`config.mk`:
```
export PLATFORM = sky130hd
export DESIGN_NAME = majority_window_input_debouncer_top
export DESIGN_NICKNAME = d
export VERILOG_FILES = /design/src/hw/rtl/mwid_pkg.sv /design/src/hw/rtl/mwid_cfg_regs.sv /design/src/hw/rtl/mwid_window.sv /design/src/hw/rtl/mwid_confirm.sv /design/src/hw/rtl/majority_window_input_debouncer_top.sv
export VERILOG_INCLUDE_DIRS = /design/src /design/src/hw/rtl
export SDC_FILE = /design/constraint.sdc
export NUM_CORES = 1
export LEC_CHECK = 0
export ABC_AREA = 1
export BUFFER_PORTS_ARGS = -buffer_cell sky130_fd_sc_hd__buf_2
export CAP_MARGIN = 10
export CORE_UTILIZATION = 50
export CTS_BUF_LIST = sky130_fd_sc_hd__clkbuf_4 sky130_fd_sc_hd__clkbuf_8
export DETAILED_ROUTE_END_ITERATION = 16
export PLACE_DENSITY = 0.68
export SLEW_MARGIN = 20
export SYNTH_ARGS = -nofsm -noshare
export SYNTH_HDL_FRONTEND = slang
export SYNTH_SLANG_ARGS = --single-unit
export TNS_END_PERCENT = 20
```
`constraint.sdc`:
```
create_clock -name clk -period 7.5 [get_ports clk]
set_input_delay 0.375 -clock clk [delete_from_list [all_inputs] [get_ports clk]]
set_output_delay 0.375 -clock clk [all_outputs]
set_load 0.01 [all_outputs]
```
`src/hw/rtl/assert_macros.svh`:
```
// assertion helpers shared by the rtl files
`ifndef ASSERT_MACROS_SVH
`define ASSERT_MACROS_SVH

`ifndef SYNTH
// plain property, checked at every edge outside reset
`define ASSERT_CLK(label, clk, rst, prop, msg) \
  label: assert property (@(posedge clk) disable iff (rst) (prop)) else $error(msg);
// implication in the same cycle
`define ASSERT_IMPL(label, clk, rst, ante, cons, msg) \
  label: assert property (@(posedge clk) disable iff (rst) (ante) |-> (cons)) else $error(msg);
// implication in the next cycle
`define ASSERT_NEXT(label, clk, rst, ante, cons, msg) \
  label: assert property (@(posedge clk) disable iff (rst) (ante) |=> (cons)) else $error(msg);
`else
`define ASSERT_CLK(label, clk, rst, prop, msg)
`define ASSERT_IMPL(label, clk, rst, ante, cons, msg)
`define ASSERT_NEXT(label, clk, rst, ante, cons, msg)
`endif

`endif

```
`src/hw/rtl/mwid_pkg.sv`:
```
package mwid_pkg;

  // counter width of the window and run counters
  localparam int COUNT_WIDTH = 8;
  // width of the 8-bit configuration fields
  localparam int CFG_W = 8;
  localparam int LIM_W = (COUNT_WIDTH > CFG_W) ? COUNT_WIDTH : CFG_W;
  localparam int CFG_IDX_W = 3;

  localparam logic [COUNT_WIDTH-1:0] CNT_MAX = '1;

  typedef enum logic [CFG_IDX_W-1:0] {
    REG_ACTIVE_LEVEL        = 3'd0,
    REG_SAMPLES_PER_WINDOW  = 3'd1,
    REG_MAJORITY_THRESHOLD  = 3'd2,
    REG_CONSECUTIVE_WINDOWS = 3'd3,
    REG_REPORT_ON_START     = 3'd4
  } cfg_idx_t;

  typedef enum logic [1:0] {
    CONF_UNKNOWN  = 2'd0,
    CONF_INACTIVE = 2'd1,
    CONF_ACTIVE   = 2'd2
  } conf_code_t;

  typedef struct packed {
    logic             active_level;
    logic [CFG_W-1:0] samples_per_window;
    logic [CFG_W-1:0] majority_threshold;
    logic [CFG_W-1:0] consecutive_windows;
    logic             report_on_start;
  } cfg_t;

  // end-of-window event from the window counter
  typedef struct packed {
    logic done;
    logic cls;
  } win_evt_t;

  typedef struct packed {
    logic report_issued;
    logic report_value;
    logic confirmed_known;
    logic confirmed_active;
  } res_t;

  // zero acts as one, values past the counter range clamp to its maximum
  function automatic logic [COUNT_WIDTH-1:0] limit_setting(input logic [CFG_W-1:0] v);
    logic [LIM_W-1:0] wide;
    wide = LIM_W'(v);
    if (v == '0) begin
      limit_setting = COUNT_WIDTH'(1);
    end else if (wide > LIM_W'(CNT_MAX)) begin
      limit_setting = CNT_MAX;
    end else begin
      limit_setting = wide[COUNT_WIDTH-1:0];
    end
  endfunction

endpackage

```
`src/hw/rtl/mwid_cfg_regs.sv`:
```
module mwid_cfg_regs
  import mwid_pkg::*;
(
  input  logic                 clk,
  input  logic                 rst,
  input  logic                 cfg_valid,
  output logic                 cfg_ready,
  input  logic [CFG_IDX_W-1:0] cfg_index,
  input  logic [CFG_W-1:0]     cfg_data,
  output cfg_t                 cfg
);

  assign cfg_ready = 1'b1;

  always_ff @(posedge clk) begin
    if (rst) begin
      cfg.active_level        <= 1'b1;
      cfg.samples_per_window  <= CFG_W'(8);
      cfg.majority_threshold  <= CFG_W'(5);
      cfg.consecutive_windows <= CFG_W'(2);
      cfg.report_on_start     <= 1'b1;
    end else if (cfg_valid && cfg_ready) begin
      unique case (cfg_idx_t'(cfg_index))
        REG_ACTIVE_LEVEL:        cfg.active_level        <= cfg_data[0];
        REG_SAMPLES_PER_WINDOW:  cfg.samples_per_window  <= cfg_data;
        REG_MAJORITY_THRESHOLD:  cfg.majority_threshold  <= cfg_data;
        REG_CONSECUTIVE_WINDOWS: cfg.consecutive_windows <= cfg_data;
        REG_REPORT_ON_START:     cfg.report_on_start     <= cfg_data[0];
        default: ;
      endcase
    end
  end

endmodule

```
`src/hw/rtl/mwid_window.sv`:
```
`include "assert_macros.svh"

module mwid_window
  import mwid_pkg::*;
(
  input  logic     clk,
  input  logic     rst,
  input  logic     en,
  input  logic     pin_level,
  input  cfg_t     cfg,
  output win_evt_t evt
);

  logic [COUNT_WIDTH-1:0] window_sample_count;
  logic [COUNT_WIDTH-1:0] window_active_count;
  logic [COUNT_WIDTH-1:0] sample_count_next;
  logic [COUNT_WIDTH-1:0] active_count_next;
  logic [COUNT_WIDTH-1:0] win_len;

  always_comb begin
    win_len = limit_setting(cfg.samples_per_window);
    active_count_next = window_active_count;
    if (pin_level == cfg.active_level && window_active_count != CNT_MAX) begin
      active_count_next = window_active_count + COUNT_WIDTH'(1);
    end
    sample_count_next = window_sample_count;
    if (window_sample_count != CNT_MAX) begin
      sample_count_next = window_sample_count + COUNT_WIDTH'(1);
    end
    evt.done = (sample_count_next >= win_len);
    evt.cls  = (LIM_W'(active_count_next) >= LIM_W'(cfg.majority_threshold));
  end

  always_ff @(posedge clk) begin
    if (rst) begin
      window_sample_count <= '0;
      window_active_count <= '0;
    end else if (en) begin
      if (evt.done) begin
        window_sample_count <= '0;
        window_active_count <= '0;
      end else begin
        window_sample_count <= sample_count_next;
        window_active_count <= active_count_next;
      end
    end
  end

  `ASSERT_CLK(a_active_le_samples, clk, rst, window_active_count <= window_sample_count, "active count exceeds sample count")

endmodule

```
`src/hw/rtl/mwid_confirm.sv`:
```
`include "assert_macros.svh"

module mwid_confirm
  import mwid_pkg::*;
(
  input  logic     clk,
  input  logic     rst,
  input  logic     en,
  input  win_evt_t evt,
  input  cfg_t     cfg,
  output res_t     res
);

  logic                   have_window_class;
  logic                   last_window_class;
  logic [COUNT_WIDTH-1:0] run_length;
  conf_code_t             confirmed_code;

  logic                   have_next;
  logic                   last_next;
  logic [COUNT_WIDTH-1:0] run_next;
  conf_code_t             code_next;
  logic [COUNT_WIDTH-1:0] need;
  logic                   known;
  logic                   same_state;
  logic                   fire;

  always_comb begin
    need       = limit_setting(cfg.consecutive_windows);
    have_next  = have_window_class;
    last_next  = last_window_class;
    run_next   = run_length;
    code_next  = confirmed_code;
    known      = (confirmed_code != CONF_UNKNOWN);
    same_state = known && ((confirmed_code == CONF_ACTIVE) == evt.cls);
    fire       = 1'b0;
    res.report_issued = 1'b0;
    res.report_value  = 1'b0;

    if (evt.done) begin
      if (have_window_class && evt.cls == last_window_class) begin
        if (run_length < need) begin
          run_next = run_length + COUNT_WIDTH'(1);
        end
      end else begin
        have_next = 1'b1;
        last_next = evt.cls;
        run_next  = COUNT_WIDTH'(1);
      end
      fire = (run_next >= need) && !same_state;
      if (fire) begin
        // first confirmation from unknown reports only when enabled
        res.report_issued = known || cfg.report_on_start;
        res.report_value  = (known || cfg.report_on_start) && evt.cls;
        code_next = evt.cls ? CONF_ACTIVE : CONF_INACTIVE;
      end
    end

    res.confirmed_known  = (code_next != CONF_UNKNOWN);
    res.confirmed_active = (code_next == CONF_ACTIVE);
  end

  always_ff @(posedge clk) begin
    if (rst) begin
      have_window_class <= 1'b0;
      last_window_class <= 1'b0;
      run_length        <= '0;
      confirmed_code    <= CONF_UNKNOWN;
    end else if (en) begin
      have_window_class <= have_next;
      last_window_class <= last_next;
      run_length        <= run_next;
      confirmed_code    <= code_next;
    end
  end

  `ASSERT_IMPL(a_no_class_no_run, clk, rst, !have_window_class, run_length == '0, "run length set without a window class")
  `ASSERT_IMPL(a_known_needs_class, clk, rst, confirmed_code != CONF_UNKNOWN, have_window_class, "state confirmed without any window class")

endmodule

```
`src/hw/rtl/majority_window_input_debouncer_top.sv`:
```
// Majority-window pin debouncer. Each input transaction carries one pin sample; samples
// are grouped into windows of samples_per_window, a window is active when at least
// majority_threshold of its samples equal active_level, and a class is confirmed once
// consecutive_windows equal window classes follow one another. Every input transaction
// yields exactly one output transaction with the report flag/value and the confirmed
// state after that sample. Throughput is one sample per clock unless stalled. A sample
// passes an input register, then the result register; the window/run counters update in
// the same cycle as it moves into the result register. The output register lets a
// new sample enter while a finished result waits under stall. Configuration writes are
// always ready and take effect on the next cycle; write them only while no sample is in
// flight. Window size or confirm count of zero act as one; values above the counter
// range clamp to its maximum.
`include "assert_macros.svh"

module majority_window_input_debouncer_top
  import mwid_pkg::*;
(
  input  logic                 clk,
  input  logic                 rst,
  // sample channel
  input  logic                 in_valid,
  output logic                 in_stall,
  input  logic                 pin_level,
  // result channel
  output logic                 out_valid,
  input  logic                 out_stall,
  output logic                 report_issued,
  output logic                 report_value,
  output logic                 confirmed_known,
  output logic                 confirmed_active,
  // configuration write channel
  input  logic                 cfg_valid,
  output logic                 cfg_ready,
  input  logic [CFG_IDX_W-1:0] cfg_index,
  input  logic [CFG_W-1:0]     cfg_data
);

  cfg_t     cfg;
  win_evt_t evt;
  res_t     res;

  // input register
  logic s1_valid;
  logic s1_pin;
  // sample moves on when the result register is empty or being drained
  logic out_free;
  logic s1_adv;

  assign out_free = !out_valid || !out_stall;
  assign s1_adv   = s1_valid && out_free;
  // the input register only holds when its sample cannot move on
  assign in_stall = s1_valid && !out_free;

  mwid_cfg_regs u_cfg (
    .clk       (clk),
    .rst       (rst),
    .cfg_valid (cfg_valid),
    .cfg_ready (cfg_ready),
    .cfg_index (cfg_index),
    .cfg_data  (cfg_data),
    .cfg       (cfg)
  );

  // window counting and classification
  mwid_window u_window (
    .clk       (clk),
    .rst       (rst),
    .en        (s1_adv),
    .pin_level (s1_pin),
    .cfg       (cfg),
    .evt       (evt)
  );

  // run length and state confirmation
  mwid_confirm u_confirm (
    .clk (clk),
    .rst (rst),
    .en  (s1_adv),
    .evt (evt),
    .cfg (cfg),
    .res (res)
  );

  always_ff @(posedge clk) begin
    if (rst) begin
      s1_valid <= 1'b0;
    end else if (!in_stall) begin
      s1_valid <= in_valid;
    end
  end

  always_ff @(posedge clk) begin
    if (in_valid && !in_stall) begin
      s1_pin <= pin_level;
    end
  end

  always_ff @(posedge clk) begin
    if (rst) begin
      out_valid <= 1'b0;
    end else if (out_free) begin
      out_valid <= s1_valid;
    end
  end

  // result payload, loaded only with a new transaction
  always_ff @(posedge clk) begin
    if (s1_adv) begin
      report_issued    <= res.report_issued;
      report_value     <= res.report_value;
      confirmed_known  <= res.confirmed_known;
      confirmed_active <= res.confirmed_active;
    end
  end

  `ASSERT_IMPL(a_report_is_state, clk, rst, out_valid && report_issued, confirmed_known && (report_value == confirmed_active), "report does not match confirmed state")
  `ASSERT_IMPL(a_no_report_no_value, clk, rst, out_valid && !report_issued, !report_value, "report value set without a report")
  `ASSERT_NEXT(a_stall_keeps_sample, clk, rst, in_stall, s1_valid, "sample lost from input register under stall")

endmodule

```
# ---- Word-level counts from Yosys, hierarchy flattened
# Index checks and enable logic that the tools add are counted.
dict set report op_classes {
  addsub 3
  n_lt_le_gt_ge 6
  n_eq_ne 11
  n_mux 14
  bitwise 1
  n_reduce_logical 28
}
# operator count
set op_table {}
lappend op_table {{$mux W8} 11}
lappend op_table {{$add A8 B1 Y8 const B} 3}
lappend op_table {{$ge A8 B8 Y1} 3}
lappend op_table {{$gt A8 B8 Y1 const B} 2}
lappend op_table {{$logic_not A8 Y1} 2}
lappend op_table {{$ne A8 B8 Y1 const B} 2}
lappend op_table {{$reduce_and A2 Y1} 7}
lappend op_table {{$logic_and A1 B1 Y1} 8}
lappend op_table {{$lt A8 B8 Y1} 1}
lappend op_table {{$eq A3 B2 Y1 const B} 2}
lappend op_table {{$mux W2} 3}
lappend op_table {{$logic_not A1 Y1} 5}
lappend op_table {{$eq A2 B2 Y1 const B} 2}
lappend op_table {{$reduce_bool A2 Y1} 2}
lappend op_table {{$eq A1 B1 Y1} 3}
lappend op_table {{$eq A3 B1 Y1 const B} 1}
lappend op_table {{$eq A3 B3 Y1 const B} 1}
lappend op_table {{$logic_not A3 Y1} 1}
lappend op_table {{$reduce_and A3 Y1} 1}
lappend op_table {{$logic_or A1 B1 Y1} 2}
lappend op_table {{$not A1 Y1} 1}
dict set report word_totals {
  regBits 61
  inputBits 17
}

# ---- Longest topological paths before layout
# Gate-level depths: netlist of the first run.
dict set report depth {
  depth_word 13
  mapped_depth 33
}

# ---- Modules after synthesis
# From an unflattened synthesis of the first run, not the netlist that was laid out.
dict set report unflattened {
  cells_unflattened 617
  hier_area_um2 4053.9
}
# mod instances cells_per_inst area_per_inst_um2
set modules_own_cells {}
lappend modules_own_cells {mwid_window 1 257 1565.3}
lappend modules_own_cells {mwid_confirm 1 184 1151.1}
lappend modules_own_cells {mwid_cfg_regs 1 159 1096.1}
lappend modules_own_cells {majority_window_input_debouncer_top 1 17 241.5}

# ---- Least setup slack after synthesis of the first run
# OpenSTA, ideal clock, no wires.
dict set report synth_path {
  path_kind {flip-flop to flip-flop}
  from {register u_window.window_active_count[0]}
  to {register confirmed_active (data pin)}
  setup_ps 264
  arrival_time_ps 3411
  setup_slack_ps 3825
  path_stages_with_launch 29
  period_less_slack_ps 3675
  path_cell_list {dfxtp_1 ha_1 nand4_4 nor2_4 a21oi_4 nand4_2 xor2_1 inv_1 ha_1 a21oi_1 o21ai_0 nand2_1 nand3_2 nand2_1 inv_1 nor2_2 inv_2 nor2_1 ha_1 inv_1 nor2_1 o21ai_0 nand2_1 nand2_1 o2111ai_1 nand2_1 inv_1 nand3_1 o21ai_0}
}
# element line
set synth_rtl {}
lappend synth_rtl {{from (decl)} mwid_window.sv:15} ;# logic [COUNT_WIDTH-1:0] window_active_count;
lappend synth_rtl {{from (signal assigned)} mwid_window.sv:44} ;# window_active_count <= active_count_next;
lappend synth_rtl {{to (signal assigned)} majority_window_input_debouncer_top.sv:112} ;# confirmed_active <= res.confirmed_active;
lappend synth_rtl {{to (decl)} majority_window_input_debouncer_top.sv:30} ;# output logic confirmed_active,

==> results.md, run 1 <==
- Clk pin slew, worst setup/hold paths: 0.07 ns
- DP Wirelength: 5880 µm
- Top FF cell, synth: dfxtp_1
- Flops & latches, synth: 61
- Hold wc startpoint: pin_level
- Worst R2R End: confirmed_active$_DFFE_PP_
- Max cap viols: 0
- Mapped Area: 3690 µm²
- Leak pwr: 0.00184 µW
- Worst slew pin tran: 0.863 ns
- Post-Synthesis Cells: 498
- Final Hold Fails: 0
- WHS: 0.208 ns
- H-tree depth reported by CTS: 3
- Residual DRC: 0
- Die Y: 87.9 µm
- Status: completed
- Share of the synthesized area in the top cell type: 0.304
- Hold_buf cts: 0
- Pwr dens: 184 nW/µm²
- Combinational fraction of design power: 0.110
- Final WS setup: 3.28 ns
- Final setup fails: 0
- Relative slew slack: 0.423
- DR vias: 3,218
- Clk sinks: 61
- CTS tree: yes
- First-pass GRT wire length: 13,000 µm
- P_int: 558 µW
- Final Non-Filler Cells: 621
- Worst Setup SP: u_window.window_active_count[0]$_SDFFE_PP0P_
- Critical path's slowest cell: dfxtp_1
- Post-synth EDFFs: 5
- CP endpoint kind: register
- R2R Setup Slk: 3.28 ns
- Routed Wire Length: 7860 µm
- Tcrit/Tclk final: 0.563
- CTS Buf Count: 9
- Sw Share: 0.260
- # port buffers: 22
- Total GRT Usage: 0.221
- Synth area leader: dfxtp_1
- Share of the yosys chip area belonging to registers: 0.344
- Net Count, Synth: 549
- Most frequent CP cell: nand2_1
- HP Class: in -> reg
- Floorplan row count: 30
- Layout area overhead: 10.9%
- Antenna violations before repair: 0
- Area of the die: 7730 µm²
- WL/cell: 12.7 µm
- 1st-pass router iterations: 5
- Clock root buffer: clkbuf_8
- Placer congestion estimate: 0.822
- Reg2Reg Depth: 29
- Asr flop ratio synth: 0
- Final nets: 571
- Resized Gates After CTS: 0
- Worst path max stage delay: 0.44 ns
- Crit path launch type: register
- Filler cell count: 660
- Vias in the first global route: 2,810
- YS warnings: 0
- Final TNS setup: 0 ns
- Setup WS pre-CTS: 3.35 ns
- Worst reg2reg startpoint: u_window.window_active_count[0]$_SDFFE_PP0P_
- CTS max path bufs: 2
- Layout cells sized above 1: 0.130
- Post-route ant nets: 0
- Crit path arrival time: 4.40 ns
- Critical Path Sink: confirmed_active$_DFFE_PP_
- VDD IR-drop max: 0.109 mV
- Post-CTS setup buffer count: 0
- Final min period: 4.22 ns
- Multi-input logic area: 2070 µm²
- RSZ-0062 raised after global routing: false
- Initial Util: 0.532
- Kind of critical path: reg -> reg
- Net Switching: 196 µW
- Largest net degree at the start of global routing: 26
- Setup Skew: 0.00804 ns
- Core area: 6940 µm²
- Number of diodes: 0
- Clk_lat worst skew: 0.34 ns
- Total grt overflow: 0
- FF/Latch Area: 1270 µm²
- Vias per cell: 5.18
- DIE WIDTH: 87.9 µm
- Synth cell types: 41
- Sequential Power Share: 0.458
- Most frequent cell after synthesis: inv_1
- Worst Path Required: 7.68 ns
- DR iter-0 viols: 135
- DP Cell Count: 605
- Peak Freq: 237 MHz
- Slew Limit Fails: 0
- Clk pwr share: 0.432
- Most frequent cells after synthesis: 76 x inv_1, 72 x nand2_1, 56 x dfxtp_1, 50 x nor2_1, 46 x a21oi_1
- Most area-consuming cells after synthesis: dfxtp_1 30%, ha_1 12%, inv_1 7.7%, nand2_1 7.3%, a21oi_1 6.2%
- # IOs: 24
- Critical path fanouts, max: 9
- Post-Syn Area per Cell: 7.41 µm²
layer usage:
layer,track usage,vias up,part of all wire
li1,-,1696,-
met1,0.285,1445,0.47
met2,0.360,71,0.46
met3,0.0566,6,0.059
met4,0.0760,0,0.0087
met5,0,-,0
registers in the layout (all words and copies together), names as in the netlist, 2 cells and up:
name,flops
u_window.window_active_count,8
u_confirm.run_length,8
u_window.window_sample_count,8
u_cfg.cfg,26
u_confirm.confirmed_code,2
metrics by stage:
stage          cell area, µm²   util  total power, µW
3_5_place_dp             3880  0.558              435
6_report                 4100  0.590              754
4_1_cts                  4100  0.590              762
2_1_floorplan            3690      -              413
3_3_place_gp             3880  0.558              434
5_1_grt                  4100  0.590              788
worst max-delay path, delay by kind of cell, from the launching register on:
family | cells | cell delay (ns)
XOR/XNOR | 1 | 0.20
AO/OA/AOI/OAI | 6 | 0.74
flip-flops | 1 | 0.44
adder cells (fa/ha/maj) | 3 | 0.80
buffers and inverters | 5 | 0.37
AND/OR/NAND/NOR | 14 | 1.51
power by group through the flow:
stage                     Clock, µW  Combinational (µW)  Sequential, µW
after floorplan                   0                60.7             352
after global placement            0                81.5             353
after detailed placement          0                82.6             353
after CTS                       334                83.0             345
after global routing            347                94.6             347
final                           326                82.7             345
area by class of cell:
type / instances / area share
Tap cell: 96 / 0.0293
Timing Repair Buffer: 23 / 0.0287
Inverter: 80 / 0.0733
Clock inverter: 6 / 0.0214
Multi-Input combinational cell: 345 / 0.505
Sequential cell: 61 / 0.310
Clock buffer: 10 / 0.0321
cells in the final DEF, fill, tap and decap left out, drive strengths merged, types with 11 or more instances in the layout:
cell type	instances
dfxtp	56
ha	34
a21oi	48
nand3	19
nand4	14
a22oi	11
inv	80
o21ai	45
nand2	81
buf	23
nor2	55
kinds of logic after synthesis:
| family | count (synthesis) | synth area share |
|---|---|---|
| buffers and inverters | 92 | 0.0959 |
| XOR/XNOR | 13 | 0.0308 |
| AND/OR/NAND/NOR | 181 | 0.229 |
| multiplexers | 1 | 0.00271 |
| adder cells (fa/ha/maj) | 34 | 0.115 |
| AO/OA/AOI/OAI | 115 | 0.181 |
| other | 1 | 0.00102 |
| flip-flops | 61 | 0.344 |
worst min-delay path by stage:
| stage | cells past startpoint | to | slack [ns] |
|---|---|---|---|
| 2_1_floorplan | 2 | u_cfg.cfg[10]$_SDFFE_PP0P_ | 0.44 |
| 3_3_place_gp | 2 | u_confirm.have_window_class$_SDFFE_PP0P_ | 0.45 |
| 5_1_grt | 1 | s1_pin$_DFFE_PP_ | 0.19 |
| 3_5_place_dp | 2 | u_confirm.have_window_class$_SDFFE_PP0P_ | 0.47 |
| 6_report | 1 | s1_pin$_DFFE_PP_ | 0.21 |
| 4_1_cts | 1 | s1_pin$_DFFE_PP_ | 0.19 |
Power figures use the tool's default switching activity.
==> run 2, diff against run 1 <==
clock period = 4.4 ns   (was 7.5 ns; I/O delays follow)
==> results.md, run 2 (same netlist as run 1, synthesis figures left out) <==
- Largest net degree at the start of global routing: 26
- Most common cell after layout, fill and taps aside: inv_1
- Core area: 6940 µm²
- WL/cell: 13.2 µm
- H-tree depth reported by CTS: 3
- DP Wirelength: 6190 µm
- Hold_buf cts: 0
- Pwr dens: 306 nW/µm²
- Highest routed metal layer: met4
- Critical path fanouts, max: 8
- Worst Path Required: 4.48 ns
- Crit path arrival time: 4.04 ns
- DP Cell Count: 606
- Antenna violations before repair: 0
- Post-CTS setup buffer count: 0
- CP endpoint kind: register
- HP Class: in -> reg
- Max reg flops: 26
- CTS Buf Count: 9
- Routed length on met2: 3730 µm
- Number of diodes: 0
- DIE WIDTH: 87.9 µm
- Relative slew slack: 0.426
- Vias per cell: 5.22
- Peak Freq: 253 MHz
- Final setup fails: 0
- VDD IR-drop max: 0.180 mV
- Total grt overflow: 0
- Most flops, register: u_cfg.cfg
- Slew Limit Fails: 0
- Final min period: 3.96 ns
- CTS tree: yes
- Crit path launch type: register
- Initial Util: 0.532
- Tcrit/Tclk final: 0.900
- Leak pwr: 0.00183 µW
- Final TNS setup: 0 ns
- Final Non-Filler Cells: 622
- Worst slew pin tran: 0.858 ns
- Met3 wire len: 272 µm
- Status: completed
- 1st-pass router iterations: 4
- Layout area overhead: 10.9%
- Metal1 wirelength: 4020 µm
- Clk_lat worst skew: 0.34 ns
- Post-route ant nets: 0
- Final WS setup: 0.441 ns
- Total GRT Usage: 0.236
- Most frequent cells in the layout: 76 x inv_1, 72 x nand2_1, 56 x dfxtp_1
- Floorplan row count: 30
- Kind of critical path: reg -> reg
- # port buffers: 22
- Placer congestion estimate: 0.823
- Filler cell count: 672
- Resized Gates After CTS: 0
- DR vias: 3,246
- CTS max path bufs: 2
- Final Hold Fails: 0
- RSZ-0062 raised after global routing: false
- Routed Wire Length: 8210 µm
- # IOs: 24
- Vias in the first global route: 3,009
- Residual DRC: 0
- Layout cells sized above 1: 0.131
- Die Y: 87.9 µm
- Max cap viols: 0
- Clk pin slew, worst setup/hold paths: 0.08 ns
- Clock root buffer: clkbuf_8
- Setup WS pre-CTS: 0.489 ns
- Area of the die: 7730 µm²
- Final nets: 572
- First-pass GRT wire length: 13,900 µm
- Setup Skew: 0.00694 ns
- Clk sinks: 61
- DR iter-0 viols: 180
run 2: changes by cell type in the layout (fill, tap and decap cells not counted), sizes merged:
| cell | previous run | this run |
|---|---|---|
| buf | 23 | 24 |
| bufinv | 2 | 1 |
| clkinvlp | 0 | 1 |
run 2: final cells by class:
cell class	instances	area, µm²	area share
Sequential cell	61	1270	0.311
Tap cell	96	120	0.0293
Timing Repair Buffer	24	125	0.0306
Clock inverter	6	72.6	0.0177
Clock buffer	10	138	0.0336
Inverter	80	300	0.0733
Multi-Input combinational cell	345	2070	0.505
run 2: worst paths after layout:
kind / to / cells past startpoint / from / slack, ns
worst min register to register: u_cfg.cfg[10]$_SDFFE_PP0P_ / 2 / u_cfg.cfg[10]$_SDFFE_PP0P_ / 0.48
worst max-delay path: confirmed_active$_DFFE_PP_ / 26 / u_window.window_active_count[1]$_SDFFE_PP0P_ / 0.44
worst max register to register: confirmed_active$_DFFE_PP_ / 26 / u_window.window_active_count[1]$_SDFFE_PP0P_ / 0.44
worst min-delay path: s1_pin$_DFFE_PP_ / 1 / pin_level / 0.06
run 2: power breakdown:
part           internal, µW  leakage (µW)  switching, µW
combinational          49.4       0.00123           94.3
clock                   281      0.000103            241
sequential              577      0.000502           12.1
run 2: worst max-delay path: stages (launching register included):
cell and delay [ns]:
dfxtp_1 0.45, ha_1 0.26, nand4_4 0.13, nor2_4 0.15
a21oi_4 0.10, nand4_2 0.08, xor2_1 0.18, inv_1 0.06
ha_1 0.28, a21oi_1 0.12, o21ai_0 0.09, nand2_1 0.08
nand3_2 0.12, o21ai_1 0.17, nor2_2 0.06, inv_2 0.10
nor2_1 0.07, ha_1 0.30, nand2_1 0.07, nor2_1 0.14
nand4_1 0.10, o2111ai_1 0.11, nand2_1 0.08, inv_1 0.09
nand2_1 0.09, nand2_1 0.10, o21ai_0 0.09
run 2: per-stage QoR:
step	hold WS, ns	power (µW)	instance area (µm²)	util
finish	0.0554	1250	4090	0.590
global route	0.0479	1320	4090	0.590
CTS	0.0466	1260	4090	0.590
detailed placement	0.409	745	3880	0.559
global placement	0.398	740	3880	0.559
floorplan	0.319	704	3690	-
run 2: metal layers:
metal,vias up,track usage
met4,0,0.104
met2,77,0.382
met1,1448,0.315
li1,1706,-
met3,15,0.0311
met5,-,0
==> run 3, diff against run 2 <==
CORE_ASPECT_RATIO = 0.75   (was unset)
GPL_TIMING_DRIVEN = 0   (was unset)
==> results.md, run 3 (same netlist as run 1, synthesis figures left out) <==
- Power Total: 1290 µW
- Worst slew pin tran: 0.726 ns
- First-pass GRT wire length: 14,300 µm
- Final Non-Filler Cells: 642
- DIE WIDTH: 101 µm
- Crit path arrival time: 4.27 ns
- Most common cell after layout, fill and taps aside: inv_1
- # port buffers: 22
- Core area: 6960 µm²
- Die Y: 76.4 µm
- Leak pwr: 0.00190 µW
- 1st-pass router iterations: 5
- Final nets: 590
- Hold_buf cts: 0
- Max reg flops: 26
- Worst Path Required: 4.59 ns
- HP Class: in -> reg
- Peak Freq: 245 MHz
- Filler cell count: 647
- Floorplan row count: 26
- Routed Wire Length: 8940 µm
- Layout area overhead: 14.6%
- Clock root buffer: clkbuf_8
- Max cap viols: 0
- VDD IR-drop max: 0.183 mV
- Clk pin slew, worst setup/hold paths: 0.07 ns
- WL/cell: 13.9 µm
- Antenna violations before repair: 0
- Total GRT Usage: 0.241
- Kind of critical path: reg -> reg
- H-tree depth reported by CTS: 3
- DP Cell Count: 618
- Vias in the first global route: 2,994
- Placer congestion estimate: 0.884
- DR vias: 3,440
- Clk_lat worst skew: 0.34 ns
- Most frequent cells in the layout: 76 x inv_1, 72 x nand2_1, 54 x dfxtp_1
- Residual DRC: 0
- WHS: 0.0464 ns
- # IOs: 24
- Area of the die: 7740 µm²
- DP Wirelength: 6860 µm
- CTS Buf Count: 9
- Pwr dens: 305 nW/µm²
- CTS tree: yes
- Final setup fails: 0
- Number of diodes: 0
- Final min period: 4.08 ns
- Critical path fanouts, max: 8
- Final Hold Fails: 0
- DR iter-0 viols: 246
- Initial Util: 0.530
- Critical path's slowest cell: edfxtp_1
- Most frequent CP cell: nand2_1
- Worst path max stage delay: 0.38 ns
- Setup Skew: 0.0125 ns
- Clk sinks: 61
- CP endpoint kind: register
- Total grt overflow: 0
- Tcrit/Tclk final: 0.927
- Vias per cell: 5.36
- Post-route ant nets: 0
- Crit path launch type: register
- Final TNS setup: 0 ns
- Most flops, register: u_cfg.cfg
- Layout cells sized above 1: 0.153
- Largest net degree at the start of global routing: 13
- Slew Limit Fails: 0
- Status: completed
- Relative slew slack: 0.515
- CTS max path bufs: 2
run 3: worst paths after layout:
path | depth (start not counted) | startpoint | slack [ns] | end
max | 28 | s1_pin$_DFFE_PP_ | 0.32 | confirmed_active$_DFFE_PP_
min | 1 | pin_level | 0.05 | s1_pin$_DFFE_PP_
max reg2reg | 28 | s1_pin$_DFFE_PP_ | 0.32 | confirmed_active$_DFFE_PP_
min reg2reg | 2 | u_cfg.cfg[16]$_SDFFE_PP0P_ | 0.47 | u_cfg.cfg[16]$_SDFFE_PP0P_
run 3: through the flow:
step	util	worst slack [ns]	instance area (µm²)
floorplan	-	0.725	3690
global placement	0.564	0.175	3930
detailed placement	0.564	0.0923	3930
CTS	0.594	0.0881	4130
global route	0.608	-0.0236	4230
finish	0.608	0.323	4230
run 3: cell type report:
class	count	area, µm²	area share
Multi-Input combinational cell	345	2100	0.497
Sequential cell	61	1270	0.301
Inverter	80	300	0.0710
Timing Repair Buffer	30	170	0.0402
Clock buffer	10	131	0.0310
Tap cell	98	123	0.0290
Clock inverter	6	77.6	0.0183
Buffer	12	53.8	0.0127
run 3: timing repair:
item / CTS / global route
endpoints found under the setup margin: 0 / 6
setup buffers: 0 / 8
resized for setup: 0 / 8
run 3: worst max-delay path, delay by kind of cell, from the launching register on:
family          cells  cell delay (ns)
compound gates      5             0.70
xor+xnor            1             0.14
fa+ha+maj           2             0.55
buf+inv             5             0.45
flops               1             0.38
simple gates       15             1.70
run 3: where the power goes:
part / internal [µW] / total [µW] / switching [µW]
sequential: 578 / 590 / 12.9
combinational: 57.2 / 162 / 105
clock: 319 / 537 / 218
total: 954 / 1290 / 336
run 3: per-layer routing:
layer  vias to the layer above  wire length (µm)  GRT usage  share of wire
li1                       1749                 -          -              -
met4                         0                65     0.0580         0.0073
met2                        95              3700      0.338           0.41
met5                         -                 0          0              0
met1                      1587              4680      0.364           0.52
met3                         9               491     0.0578          0.055
